==> config.mk <==
export PLATFORM = sky130hd
export DESIGN_NAME = gzip_header_skipper
export DESIGN_NICKNAME = d
export VERILOG_FILES = /design/src/hw/rtl/gzhs_pkg.sv /design/src/hw/rtl/gzip_header_skipper.sv
export SDC_FILE = /design/constraint.sdc
export NUM_CORES = 1
export LEC_CHECK = 0
export ABC_AREA = 1
export CORE_MARGIN = 2
export CORE_UTILIZATION = 35
export DETAILED_ROUTE_END_ITERATION = 10
export DONT_BUFFER_PORTS = 1
export GPL_ROUTABILITY_DRIVEN = 1
export SLEW_MARGIN = 30
export SYNTH_ARGS = -nofsm -noshare
export SYNTH_HDL_FRONTEND = slang
export SYNTH_SLANG_ARGS = --single-unit
==> constraint.sdc <==
create_clock -name clk -period 2.2 [get_ports clk]
set_input_delay 0 -clock clk [delete_from_list [all_inputs] [get_ports clk]]
set_output_delay 0 -clock clk [all_outputs]
set_load 0.01 [all_outputs]
==> src/hw/rtl/gzhs_pkg.sv <==
`timescale 1ns / 1ps

package gzhs_pkg;

  // Width of the running byte offset; it saturates at all ones.
  localparam int unsigned OFFSET_BITS  = 24;
  localparam int unsigned DATA_START_W = 24;
  localparam int unsigned SKIP_W       = 16;
  localparam int unsigned FLAGS_W      = 5;

  localparam logic [OFFSET_BITS-1:0] POS_LIMIT = {OFFSET_BITS{1'b1}};

  localparam logic [7:0] GZ_ID1     = 8'h1F;
  localparam logic [7:0] GZ_DEFLATE = 8'd8;

  // Bit positions in the flags byte
  localparam int unsigned FL_HCRC    = 1;
  localparam int unsigned FL_EXTRA   = 2;
  localparam int unsigned FL_NAME    = 3;
  localparam int unsigned FL_COMMENT = 4;

  localparam logic [SKIP_W-1:0] MAGIC_SKIP_ID1 = SKIP_W'(1);
  localparam logic [SKIP_W-1:0] MAGIC_SKIP_PAD = SKIP_W'(2);
  localparam logic [SKIP_W-1:0] FIXED_SKIP     = SKIP_W'(6);
  localparam logic [SKIP_W-1:0] HCRC_SKIP      = SKIP_W'(2);
  localparam logic [SKIP_W-1:0] TRAIL_SKIP     = SKIP_W'(8);

  typedef enum logic [3:0] {
    PH_PAD     = 4'd0,
    PH_MAGIC   = 4'd1,
    PH_METHOD  = 4'd2,
    PH_FLAGS   = 4'd3,
    PH_FIXED   = 4'd4,
    PH_XLO     = 4'd5,
    PH_XHI     = 4'd6,
    PH_XDATA   = 4'd7,
    PH_NAME    = 4'd8,
    PH_COMMENT = 4'd9,
    PH_HCRC    = 4'd10,
    PH_TRAIL   = 4'd11,
    PH_PAYLOAD = 4'd12,
    PH_ERROR   = 4'd13
  } phase_t;

  // Header part that has just ended, used to pick the next present part
  typedef enum logic [2:0] {
    ST_FIXED   = 3'd0,
    ST_EXTRA   = 3'd1,
    ST_NAME    = 3'd2,
    ST_COMMENT = 3'd3,
    ST_HCRC    = 3'd4
  } stage_t;

  typedef enum logic [1:0] {
    STS_HEADER  = 2'd0,
    STS_LAST    = 2'd1,
    STS_ERROR   = 2'd2,
    STS_PAYLOAD = 2'd3
  } status_t;

  typedef struct packed {
    phase_t            phase;
    logic [SKIP_W-1:0] skip;
    logic              load_skip;
  } next_part_t;

  // First present optional part after the given stage, else the trailer
  function automatic next_part_t go_after(input stage_t st, input logic [FLAGS_W-1:0] fl);
    next_part_t r;
    r.phase     = PH_TRAIL;
    r.skip      = TRAIL_SKIP;
    r.load_skip = 1'b1;
    if (st < ST_EXTRA && fl[FL_EXTRA]) begin
      r.phase     = PH_XLO;
      r.load_skip = 1'b0;
    end else if (st < ST_NAME && fl[FL_NAME]) begin
      r.phase     = PH_NAME;
      r.load_skip = 1'b0;
    end else if (st < ST_COMMENT && fl[FL_COMMENT]) begin
      r.phase     = PH_COMMENT;
      r.load_skip = 1'b0;
    end else if (st < ST_HCRC && fl[FL_HCRC]) begin
      r.phase = PH_HCRC;
      r.skip  = HCRC_SKIP;
    end
    return r;
  endfunction

endpackage

==> src/hw/rtl/gzip_header_skipper.sv <==
`timescale 1ns / 1ps

// Channel | Dir | tdata                  | tuser       | tlast
// in_     | in  | [7:0] byte_value       | [0] restart | -
// out_    | out | [23:0] data_start      | [1:0] status| -
//
// One byte is taken per cycle; the result appears in the output register on
// the following cycle. The phase update is a single pass of short logic.
// in_tready is high whenever the output register is empty or being drained
// this cycle, so a stalled consumer holds the result and stalls the input.
// rst_n (synchronous, active low) returns the parser to the pad check phase
// with the byte offset at zero; a restart flag on a byte does the same.

module gzip_header_skipper (
  input  logic        clk,
  input  logic        rst_n,
  input  logic        in_tvalid,
  output logic        in_tready,
  input  logic [7:0]  in_tdata,   // [7:0] byte_value
  input  logic        in_tuser,   // [0] restart
  output logic        out_tvalid,
  input  logic        out_tready,
  output logic [23:0] out_tdata,  // [23:0] data_start
  output logic [1:0]  out_tuser   // [1:0] status
);

  localparam int unsigned OB = gzhs_pkg::OFFSET_BITS;
  localparam int unsigned SW = gzhs_pkg::SKIP_W;
  localparam int unsigned FW = gzhs_pkg::FLAGS_W;
  localparam int unsigned DW = gzhs_pkg::DATA_START_W;

  gzhs_pkg::phase_t  phase_r, phase_nxt;
  logic [OB-1:0]     pos_r, pos_nxt;
  logic [SW-1:0]     skip_r, skip_nxt;
  logic [FW-1:0]     flags_r, flags_nxt;
  logic [7:0]        xlo_r, xlo_nxt;

  logic              out_valid_r, out_valid_nxt;
  gzhs_pkg::status_t out_status_r, out_status_nxt;
  logic [DW-1:0]     out_start_r, out_start_nxt;

  logic accept;

  assign in_tready  = ~out_valid_r | out_tready;
  assign accept     = in_tvalid & in_tready;
  assign out_tvalid = out_valid_r;
  assign out_tdata  = out_start_r;
  assign out_tuser  = out_status_r;

  always_comb begin
    gzhs_pkg::phase_t     ph_b;
    logic [OB-1:0]        pos_b;
    logic [SW-1:0]        skip_b;
    logic [FW-1:0]        flags_b;
    logic [7:0]           xlo_b;
    logic                 skip_done;
    logic [SW-1:0]        skip_dec;
    logic [SW-1:0]        xlen;
    gzhs_pkg::next_part_t np;

    // restart wipes the parse before this byte is looked at
    ph_b    = in_tuser ? gzhs_pkg::PH_PAD : phase_r;
    pos_b   = in_tuser ? '0 : pos_r;
    skip_b  = in_tuser ? '0 : skip_r;
    flags_b = in_tuser ? '0 : flags_r;
    xlo_b   = in_tuser ? '0 : xlo_r;

    skip_done = (skip_b <= SW'(1));
    skip_dec  = skip_done ? '0 : skip_b - SW'(1);
    xlen      = SW'({in_tdata, xlo_b});
    np        = gzhs_pkg::go_after(gzhs_pkg::ST_FIXED, flags_b);

    phase_nxt      = phase_r;
    pos_nxt        = pos_r;
    skip_nxt       = skip_r;
    flags_nxt      = flags_r;
    xlo_nxt        = xlo_r;
    out_valid_nxt  = out_valid_r & ~out_tready;
    out_status_nxt = out_status_r;
    out_start_nxt  = out_start_r;

    if (accept) begin
      phase_nxt      = ph_b;
      pos_nxt        = (pos_b < gzhs_pkg::POS_LIMIT) ? pos_b + OB'(1) : pos_b;
      skip_nxt       = skip_b;
      flags_nxt      = flags_b;
      xlo_nxt        = xlo_b;
      out_valid_nxt  = 1'b1;
      out_status_nxt = gzhs_pkg::STS_HEADER;
      out_start_nxt  = '0;

      case (ph_b)
        gzhs_pkg::PH_PAD: begin
          skip_nxt  = (in_tdata == gzhs_pkg::GZ_ID1) ? gzhs_pkg::MAGIC_SKIP_ID1
                                                     : gzhs_pkg::MAGIC_SKIP_PAD;
          phase_nxt = gzhs_pkg::PH_MAGIC;
        end
        gzhs_pkg::PH_MAGIC: begin
          skip_nxt = skip_dec;
          if (skip_done) begin
            phase_nxt = gzhs_pkg::PH_METHOD;
          end
        end
        gzhs_pkg::PH_METHOD: begin
          if (in_tdata != gzhs_pkg::GZ_DEFLATE) begin
            phase_nxt      = gzhs_pkg::PH_ERROR;
            out_status_nxt = gzhs_pkg::STS_ERROR;
          end else begin
            phase_nxt = gzhs_pkg::PH_FLAGS;
          end
        end
        gzhs_pkg::PH_FLAGS: begin
          flags_nxt = in_tdata[FW-1:0];
          skip_nxt  = gzhs_pkg::FIXED_SKIP;
          phase_nxt = gzhs_pkg::PH_FIXED;
        end
        gzhs_pkg::PH_FIXED: begin
          skip_nxt = skip_dec;
          if (skip_done) begin
            phase_nxt = np.phase;
            if (np.load_skip) begin
              skip_nxt = np.skip;
            end
          end
        end
        gzhs_pkg::PH_XLO: begin
          xlo_nxt   = in_tdata;
          phase_nxt = gzhs_pkg::PH_XHI;
        end
        gzhs_pkg::PH_XHI: begin
          np       = gzhs_pkg::go_after(gzhs_pkg::ST_EXTRA, flags_b);
          skip_nxt = xlen;
          if (xlen == '0) begin
            phase_nxt = np.phase;
            if (np.load_skip) begin
              skip_nxt = np.skip;
            end
          end else begin
            phase_nxt = gzhs_pkg::PH_XDATA;
          end
        end
        gzhs_pkg::PH_XDATA: begin
          np       = gzhs_pkg::go_after(gzhs_pkg::ST_EXTRA, flags_b);
          skip_nxt = skip_dec;
          if (skip_done) begin
            phase_nxt = np.phase;
            if (np.load_skip) begin
              skip_nxt = np.skip;
            end
          end
        end
        gzhs_pkg::PH_NAME: begin
          np = gzhs_pkg::go_after(gzhs_pkg::ST_NAME, flags_b);
          if (in_tdata == 8'd0) begin
            phase_nxt = np.phase;
            if (np.load_skip) begin
              skip_nxt = np.skip;
            end
          end
        end
        gzhs_pkg::PH_COMMENT: begin
          np = gzhs_pkg::go_after(gzhs_pkg::ST_COMMENT, flags_b);
          if (in_tdata == 8'd0) begin
            phase_nxt = np.phase;
            if (np.load_skip) begin
              skip_nxt = np.skip;
            end
          end
        end
        gzhs_pkg::PH_HCRC: begin
          np       = gzhs_pkg::go_after(gzhs_pkg::ST_HCRC, flags_b);
          skip_nxt = skip_dec;
          if (skip_done) begin
            phase_nxt = np.phase;
            if (np.load_skip) begin
              skip_nxt = np.skip;
            end
          end
        end
        gzhs_pkg::PH_TRAIL: begin
          skip_nxt = skip_dec;
          if (skip_done) begin
            phase_nxt      = gzhs_pkg::PH_PAYLOAD;
            out_status_nxt = gzhs_pkg::STS_LAST;
            // offset of the next byte, i.e. the first payload byte
            out_start_nxt  = DW'(pos_nxt);
          end
        end
        gzhs_pkg::PH_PAYLOAD: begin
          out_status_nxt = gzhs_pkg::STS_PAYLOAD;
        end
        default: begin
          // bad method is sticky until the next restart
          phase_nxt      = gzhs_pkg::PH_ERROR;
          out_status_nxt = gzhs_pkg::STS_ERROR;
        end
      endcase
    end
  end

  always_ff @(posedge clk) begin
    if (!rst_n) begin
      phase_r     <= gzhs_pkg::PH_PAD;
      pos_r       <= '0;
      skip_r      <= '0;
      flags_r     <= '0;
      xlo_r       <= '0;
      out_valid_r <= 1'b0;
    end else begin
      phase_r     <= phase_nxt;
      pos_r       <= pos_nxt;
      skip_r      <= skip_nxt;
      flags_r     <= flags_nxt;
      xlo_r       <= xlo_nxt;
      out_valid_r <= out_valid_nxt;
    end
  end

  always_ff @(posedge clk) begin
    out_status_r <= out_status_nxt;
    out_start_r  <= out_start_nxt;
  end

endmodule
==> results.tsv <==
metric	value	unit
class of the worst hold path	primary input to flop	
post-synthesis instance total	840	
die width	131.8	um
DR vias/cell	4.978	
CTS sink count	83	
CP top delay family	simple AND/OR/NAND/NOR gates	
post-layout util	40.53	%
Internal	2.682	mW
unrepaired setup endpoints after global routing	no	
total leakage power	3.040	nW
top-area cell type share of the netlist area	19.97	%
largest net degree at the start of global routing	46	
Rows	46	
Area contributors post-synth	dfxtp_1 20%, edfxtp_1 14%, nand2_1 11%	
H-tree depth	3	
Final period util	92.78	%
Syn-to-layout area delta	13.07	%
# diodes	0	
initial antenna violation count	0	
Multi-input gate area	0.003119	mm^2
core area	0.01594	mm^2
max_slew headroom	54.63	%
Final Hold Slack	0.03303	ns
final wirelength	16080	um
DRT Pass-1 Iters	4	
slew at the pin closest to its max-slew limit	0.6764	ns
Switching Fraction	30.02	%
syn_area_per_cell	6.803	um^2
# setup viols final	0	
Crit Path Max Fanout	11	
Final Wtd Congestion	0.9502	
die area	0.01736	mm^2
nets@finish	879	
Startpoint Class	flop	
Net Count, Synth	856	
cell taking the most area after synthesis	dfxtp_1	
first-pass GRT wire length	26370	um
fillers	1722	
sequential share of power	45.4	%
Clock transition at path regs	0.06	ns
Clock Skews	0.007057	ns
crit path cell chain	inv_1 > nor2_2 > ha_2 > nand3_1 > nor3_4 > nor3b_4 > buf_6 > or2_1 > inv_1 > nor2_1	
CTS tree	yes	
Vias	5396	
io pins	41	
antenna-violating nets left	0	
share of cells above drive strength 1	14.06	%
drt wl/cell	14.83	um
CP arrival	2.23	ns
power share of the clock group	37.5	%
IO Port Bufs	0	
Starting DRT DRC Count	432	
Power Dens Cells	593.3	mW/mm^2
CTS buffer count	9	
Post-synth ARST share	0	%
CP Buf/Inv Count	3	
vias in the first global route	4929	
DRC viols	0	
Setup CP Type	flop to flop	
#FFs+latches synth	83	
Slowest cell on crit path	dfxtp_1	
Critical Path RT	2.39	ns
gr ovfl total	0	
Max Slew Vio Count	0	
Post-Route Setup TNS	0	ns
Reg area	0.001922	mm^2
CP max stage delay	0.36	ns
Period minus WS final	2.041	ns
FMAX	489.9	MHz
EDFF count, synth	26	
Mapped Area	0.005714	mm^2
gr usage total	18.76	%
worst skew pair latency	0.34	ns
synth unique cells	49	
CTS Buffer Depth	2	
status	complete, no violations	
CP Capture Type	flop	
root buffer cell	clkbuf_16	
Power, Total	3.833	mW
Seq/Total Area, Yosys	33.63	%
Worst IR Drop VDD	407.5	uV
Hold Fails Final Rpt	0	
combinational fraction of design power	17.2	%
Starting Density	35.84	%
CP most frequent cell	inv_1	
top_reg_cell synth	dfxtp_1	
synthesis warning total	0	
Psw	1.151	mW
Max Cap Violations	0	
height of the die	131.8	um
HPWL after DPL	11310	um
-- worst register-to-register path: stages, from the launching register on --
cell and delay (ns):
dfxtp_1 0.36, inv_1 0.07, nor2_2 0.11, ha_2 0.22
nand3_1 0.15, nor3_4 0.28, nor3b_4 0.25, buf_6 0.17
or2_1 0.14, inv_1 0.04, nor2_1 0.10
-- synthesized netlist by cell type (all sizes together) (9+ instances only) --
cell and n:
a21oi 44, nand3 63, xor2 15, dfxtp 57, nor3 13, or2 9
o211ai 21, clkbuf 11, nand2 194, o21ai 68, nor2 124, buf 19
inv 126, nand4 15, edfxtp 26
-- cell families after synthesis --
kind of cell	after synthesis	share of synthesized area [%]
xor gates and xnor gates	21	3.219
adders and majority gates	3	0.6570
AOI/OAI and AO/OA	150	15.17
buffers and inverters	158	12.11
DFF	83	33.63
and+or+nand+nor	425	35.21
-- final timing paths --
path	startpoint	endpoint	slack [ns]	depth (start not counted)
worst min-delay path	in_tdata[7]	skip_r[15]$_SDFFE_PN0P_	0.03	4
worst max register to register	pos_r[0]$_SDFFE_PN0P_	out_tdata[7]$_SDFFCE_PN0P_	0.16	10
worst min register to register	skip_r[4]$_SDFFE_PN0P_	skip_r[4]$_SDFFE_PN0P_	0.48	2
worst max-delay path	pos_r[0]$_SDFFE_PN0P_	out_tdata[7]$_SDFFCE_PN0P_	0.16	10
-- registers in the layout (all words and copies together) (netlist names) --
name	flops
out_tdata	24
flags_r	4
out_tvalid	1
xlo_r	8
pos_r	24
out_tuser	2
phase_r	4
skip_r	16
-- cell type report --
cell class | instances | share of cell area, %
timing repair buffer | 42 | 5.906
inverter | 128 | 7.552
multi-input combinational | 599 | 48.28
sequential | 83 | 29.74
tap | 216 | 4.183
clock inverter | 6 | 0.6390
clock buffer | 10 | 3.699
-- power by group through the flow --
stage / Sequential (mW) / Combinational (mW) / Clock (mW)
global placement: 1.77 / 0.616 / 0
finish: 1.74 / 0.657 / 1.44
CTS: 1.74 / 0.654 / 1.48
detailed placement: 1.77 / 0.617 / 0
floorplan: 1.75 / 0.496 / 0
global route: 1.75 / 0.738 / 1.53
-- routing by layer --
| layer | track usage [%] | vias to the layer above | routed length [um] |
|---|---|---|---|
| li1 | - | 2776 | - |
| met1 | 26.72 | 2470 | 8016 |
| met2 | 28.62 | 133 | 6979 |
| met3 | 3.922 | 17 | 818 |
| met4 | 5.556 | 0 | 263 |
| met5 | 0 | - | 0 |
-- what timing repair did --
item,in CTS,in global routing
hold buffers,11,0
buffers inserted,0,4
hold endpoints to repair,35,0
endpoints found under the setup margin,0,21
resized for setup,0,7
-- through the flow --
stage	cells	cell area [um^2]	worst slack, ns
6_report	1084	6461	0.1589
5_1_grt	1084	6461	0.01854
4_1_cts	1080	6396	0.02560
3_5_place_dp	1053	5996	0.05142
3_3_place_gp	1053	5996	0.07955
2_1_floorplan	840	5722	0.1373
-- cell usage in the layout (no fill, tap or decap), types with 7 or more instances in the layout --
cell and instances:
o21ai_0 47, clkbuf_16 9, nand4_1 14, inv_2 8, inv_1 117, nand2_1 174, nor2_1 107, dfxtp_1 57
xor2_1 15, o21ai_1 17, a21oi_1 42, nor2_2 12, nand2_2 16, dlygate4sd3_1 10, edfxtp_1 26, o211ai_1 21
nand3_1 55, nand3_2 7, buf_4 28
Power figures use the tool's default switching activity.
